[config.mk]
export PLATFORM = sky130hd
export DESIGN_NAME = bfm_ctrl
export DESIGN_NICKNAME = d
export VERILOG_FILES = /design/src/rtl/box_filter_mip_chain_assert.svh /design/src/rtl/bfm_pkg.sv /design/src/rtl/bfm_ctrl.sv
export SDC_FILE = /design/constraint.sdc
export NUM_CORES = 1
export LEC_CHECK = 0
export BUFFER_PORTS_ARGS = -buffer_cell sky130_fd_sc_hd__buf_2
export CORE_AREA = 2 2 39 41
export DETAILED_ROUTE_END_ITERATION = 8
export DIE_AREA = 0 0 41 43
export MAX_ROUTING_LAYER = met4
export PLACE_DENSITY = 0.36
export SETUP_SLACK_MARGIN = 0.5
export SKIP_CTS_REPAIR_TIMING = 1
export SYNTH_ARGS = -nofsm -noshare
export SYNTH_HDL_FRONTEND = slang
export SYNTH_SLANG_ARGS = --single-unit
[constraint.sdc]
create_clock -name clk_i -period 2.43 [get_ports clk_i]
set_input_delay 0.1215 -clock clk_i [delete_from_list [all_inputs] [get_ports clk_i]]
set_output_delay 0.1215 -clock clk_i [all_outputs]
set_load 0.05 [all_outputs]
[src/rtl/box_filter_mip_chain_assert.svh]
// ---------------------------------------------------------------------------
// box_filter_mip_chain_assert: assertion macros for the box filter mip chain
// Clocked implication checks, disabled while reset is asserted.
// ---------------------------------------------------------------------------
`ifndef BOX_FILTER_MIP_CHAIN_ASSERT_SVH
`define BOX_FILTER_MIP_CHAIN_ASSERT_SVH
// Implication checked on every clock edge outside reset.
`define BFM_ASSERT_IMPL(label, clk, rst_n, ante, cons, msg) \
  label: assert property (@(posedge clk) disable iff (!rst_n) (ante) |-> (cons)) \
    else $error(msg);
// Next-cycle implication checked outside reset.
`define BFM_ASSERT_NEXT(label, clk, rst_n, ante, cons, msg) \
  label: assert property (@(posedge clk) disable iff (!rst_n) (ante) |=> (cons)) \
    else $error(msg);
`endif

[src/rtl/bfm_pkg.sv]
// ---------------------------------------------------------------------------
// bfm_pkg: shared types for the box filter mip chain
// Controller states, command and status structs, config indexes.
// ---------------------------------------------------------------------------
`default_nettype none
package bfm_pkg;
  localparam int unsigned CfgIdxWidth  = 2;
  localparam int unsigned CfgDataWidth = 13;
  localparam logic [CfgIdxWidth-1:0] CfgWidth = 2'd0;
  localparam logic [CfgIdxWidth-1:0] CfgHeight = 2'd1;
  localparam logic [CfgIdxWidth-1:0] CfgChans = 2'd2;
  localparam int unsigned LvlWidth = 4;
  localparam int unsigned PosWidth = 12;

  typedef enum logic [1:0] {
    ST_IDLE,
    ST_READ,
    ST_EMIT
  } ctl_state_e;

  typedef struct packed {
    logic load;     // capture input pixel, start at level 0
    logic rd;       // issue line buffer read for current level
    logic emit;     // register result and advance level
  } ctl_cmd_t;

  typedef struct packed {
    logic done;     // current level result is last of this item
  } ctl_sts_t;
endpackage
`default_nettype wire

[src/rtl/bfm_ctrl.sv]
// ---------------------------------------------------------------------------
// bfm_ctrl: sequencer for the mip cascade
// Steps one level at a time: buffer read, then emit, held in emit while the output is busy.
// ---------------------------------------------------------------------------
`default_nettype none
module bfm_ctrl (
  input  wire logic            clk_i,
  input  wire logic            rst_ni,
  input  wire logic            in_valid_i,
  output logic                 in_ready_o,
  input  wire logic            out_free_i,
  input  bfm_pkg::ctl_sts_t    sts_i,
  output bfm_pkg::ctl_cmd_t    cmd_o
);
  bfm_pkg::ctl_state_e state_q, state_d;

  always_ff @(posedge clk_i or negedge rst_ni) begin
    if (!rst_ni) state_q <= bfm_pkg::ST_IDLE;
    else state_q <= state_d;
  end

  always_comb begin
    state_d = state_q;
    cmd_o = '0;
    in_ready_o = 1'b0;
    unique case (state_q)
      bfm_pkg::ST_IDLE: begin
        in_ready_o = 1'b1;
        if (in_valid_i) begin
          cmd_o.load = 1'b1;
          state_d = bfm_pkg::ST_READ;
        end
      end
      bfm_pkg::ST_READ: begin
        cmd_o.rd = 1'b1;
        state_d = bfm_pkg::ST_EMIT;
      end
      bfm_pkg::ST_EMIT: begin
        if (out_free_i) begin
          cmd_o.emit = 1'b1;
          state_d = sts_i.done ? bfm_pkg::ST_IDLE : bfm_pkg::ST_READ;
        end
      end
      default: state_d = bfm_pkg::ST_IDLE;
    endcase
  end
endmodule
`default_nettype wire

* Yosys cells after proc, flatten, opt, wreduce, memory -nomap -nowiden *
Index checks and enable logic that the tools add are counted.

cells by class
  eq/ne operators = 4
  mux-type cells = 10
  reduce and logical (&&, ||, !) cells = 2

operators with widths
  cell                                                                    count
  1-bit 2-to-1 mux                                                        7
  2-bit case mux with 3 select lines                                      1
  2-bit 2-to-1 mux                                                        2
  2-bit != test (second input constant)                                   2
  2-bit by 1-bit equality test with 1-bit output (second input constant)  1
  2-bit equality test (second input constant)                             1
  2-bit logical NOT                                                       1
  2-bit AND reduction                                                     1

storage, ports and cells
  flip-flop bits (word level) = 2
  input port bits = 5
  output and inout port bits = 4
  word-level logic and storage cells = 17

* Depth between registers and ports, before layout *
  depth after elaboration = 3
  depth in mapped cells = 2
  mapped depth without buffers = 2

* Worst setup path before layout *
OpenSTA, ideal clock, no wires.

  path type = flip-flop to flip-flop
  start point = reg state_q[0]
  end point = reg state_q[0]
  setup time = 0.068 ns
  arrival time = 1.299 ns
  required time = 2.362 ns
  slack = 1.064 ns
  cell stages (with the launch flop) = 3
  path buffers = 0
  clock period less this slack = 1.366 ns
  cell sequence = dfrtp_1 nor3b_2 or2_1

between the ends
  word-level cells in the longest chain between the ends = 3
  elaborated cells between the ends (all ways) = 7
  classes of those cells = eq/ne (4); mux (1); reduce/logical (2)

ends and longest elaborated chain
  what                                                      line            source
  start, declared                                           bfm_ctrl.sv:15  bfm_pkg::ctl_state_e state_q, state_d;
  start signal, assigned                                    bfm_ctrl.sv:18  if (!rst_ni) state_q <= bfm_pkg::ST_IDLE;
  start signal, assigned                                    bfm_ctrl.sv:19  else state_q <= state_d;
  2-bit equality test or 2-bit logical NOT (tied branches)  bfm_ctrl.sv:26  unique case (state_q)
  2-bit != test (no source line)                            -
  2-bit AND reduction (no source line)                      -

Several ways; a longest one is shown, not always the timed one.
A chain may end at the register's enable or synchronous reset.

==> flow_metrics.py <==
metrics = {
    "status": {
        "status": "finished clean",
    },
    "worst_setup_path": {
        "cp.required_ns": 2.31,
        "critical_path_class": "reg2out",
        "setup.worst_path.end": "cmd_o[2]",
        "startpoint": "state_q[0]$_DFFE_PN0P_",
        "reg2reg_slack_ns": 1.50,
        "reg2reg_to": "state_q[1]$_DFFE_PN0P_",
        "critPathMaxFanout": 6,
        "r2r-start": "state_q[0]$_DFFE_PN0P_",
        "end_kind": "output pin",
        "worstPathArrival_ns": 1.15,
        "worst_setup_path_start_kind": "register",
        "reg2reg_depth": 2,
    },
    "logic_synthesis": {
        "synthTopCellsByArea": "dfrtp_1, nor3b_2, or2_1",
        "synth_warnings": 0,
        "ys_seq_area_share_pct": 41.7,
        "avgSynthCellArea_sq_um": 10.9,
        "ys_ff_latch": 2,
        "netlist_area_sq_um": 120,
        "synth_top_area_share_pct": 41.7,
        "synthCells": 11,
        "synth_common_cells": "dfrtp_1, or2_1",
        "yosysTopAreaCell": "dfrtp_1",
        "syn_nets": 16,
        "synth_async_sr_flop_share_pct": 100,
        "yosysUniqueCellTypes": 9,
        "ys.flop_type": "dfrtp_1",
        "synth_edf_count": 0,
    },
    "grt": {
        "grt_max_degree": 7,
        "grt_pass1_wl_um": 448,
        "met2_usage_pct": 3.44,
        "grt-busiest-layer": "met4",
        "grtUsageMet1_pct": 6.11,
        "grt.total_usage_pct": 4.94,
        "grt_util_met3_pct": 3.14,
        "grt_overflow": 0,
        "antenna_found_initial": 0,
        "grt_pass1_vias": 111,
    },
    "sta": {
        "fin_crit_sh_pct": 52.1,
        "tns_ns": 0,
        "period_needed_ns": 1.27,
        "fin_hold_ws_ns": 0.219,
        "worst_pin_slew_ns": 0.256,
        "fmax_mhz": 789,
        "slew_headroom_pct": 83.0,
        "setup_viol": 0,
        "hold_violations": 0,
        "slew_viol_final": 0,
        "rsz0062_at_grt": "false",
        "fin_skew_ns": 0.00207,
    },
    "power_and_ir_drop": {
        "pwr-share-comb_pct": 53.4,
        "power.leakage_nw": 0.105,
        "power_density_mw_per_mm2": 1460,
        "switching_share_pct": 51.1,
        "seq_power_share_pct": 22.4,
        "p_clk_share_pct": 24.2,
        "intPower_mw": 0.146,
        "switchingPower_mw": 0.153,
        "ir_drop_uv": 268,
    },
    "final_layout": {
        "area_growth_pct": 70.8,
        "drive_gt1_share_pct": 59.1,
        "reg.largest.list": "state_q: 2 flops",
        "largest_reg_flops": 2,
        "regMostFlops": "state_q",
        "antenna_cells": 0,
        "final_util_pct": 14.8,
        "final_cell_area_sq_um": 205,
        "fin_cells": 38,
        "layout.nets": 29,
    },
    "route": {
        "routedWlPerCell_um": 8.68,
        "vias_per_cell": 2.92,
        "first_pass_iters": 2,
        "vias": 111,
        "drt_iter0_drc": 1,
        "finalWirelength_um": 330,
        "ant_nets": 0,
        "drc": 0,
    },
    "placement": {
        "dp.cells": 34,
        "placed_cell_area_sq_um": 173,
        "routabilityCongestion": 0.443,
        "io_buffers": 8,
    },
    "clocking": {
        "cts_tree": "done",
        "clockBufferDepth": 2,
        "htreeDepth": 1,
        "cts_root_buf": "clkbuf_4",
        "path_clk_slew_ns": 0.03,
        "cts.sinks": 2,
        "clkLatencyLatePin_ns": 0.22,
        "cts_buffers": 3,
    },
    "flow_run": {
        "cap_violations": 0,
    },
    "die": {
        "fp.dieArea_sq_mm": 0.00176,
        "num_io_pins": 9,
        "coreArea_sq_mm": 0.00138,
        "die_x_um": 41,
        "initial_core_util_pct": 8.68,
        "chipHeight_um": 43,
        "row_count": 14,
    },
    "min_path": {
        "hp-class": "in2async",
    },
}
[worst min path at each step]
stage / to / cells after the start
3_3_place_gp: state_q[1]$_DFFE_PN0P_ / 1
2_1_floorplan: state_q[0]$_DFFE_PN0P_ / 0
5_1_grt: state_q[1]$_DFFE_PN0P_ / 2
6_report: state_q[1]$_DFFE_PN0P_ / 2
3_5_place_dp: state_q[1]$_DFFE_PN0P_ / 1
4_1_cts: state_q[1]$_DFFE_PN0P_ / 1
[area by class of cell]
class | instances | area, sq um
Timing Repair Buffer | 9 | 50.0
Clock buffer | 3 | 22.5
Tap cell | 16 | 20.0
Multi-Input combinational cell | 8 | 62.6
Fill cell | 154 | 1180
Sequential cell | 2 | 50.0
[cell families after synthesis]
group / share of synthesized area [%]
buf+inv: 6.25
simple gates: 52.1
flops: 41.7
[power by group through the flow]
stage,Clock (mW),Sequential [mW],Combinational (mW)
after floorplan,0,0.0629,0.136
after global routing,0.0779,0.0699,0.167
after global placement,0,0.0646,0.158
after detailed placement,0,0.0669,0.159
final,0.0724,0.0671,0.160
after CTS,0.0791,0.0667,0.159
[layer usage]
layer  part of all wire [%]  wire length (um)
met4                    1.8                 6
met1                     49               162
met2                     29                97
met3                     19                63
met5                      0                 0
[critical path: stages (launching register included)]
cell and delay (ns):
dfrtp_1 0.42, nor3b_2 0.21, buf_2 0.29
[placed cells by master, fill, tap and decap left out]
cell type / synthesis / final
nor3b_1: 1 / 1
nor3b_2: 1 / 1
dfrtp_1: 2 / 2
or2_1: 2 / 2
buf_2: 0 / 8
nor2_1: 1 / 1
and3b_2: 1 / 1
dlygate4sd3_1: 0 / 1
clkbuf_4: 0 / 3
nor4bb_1: 1 / 1
nor2b_1: 1 / 1
[through the flow]
stage	setup WS, ns	total power [mW]
global placement	1.38	0.222
finish	1.16	0.299
floorplan	1.06	0.199
global route	1.10	0.315
detailed placement	1.39	0.226
CTS	1.14	0.305
(Power assumes the default switching activity.)
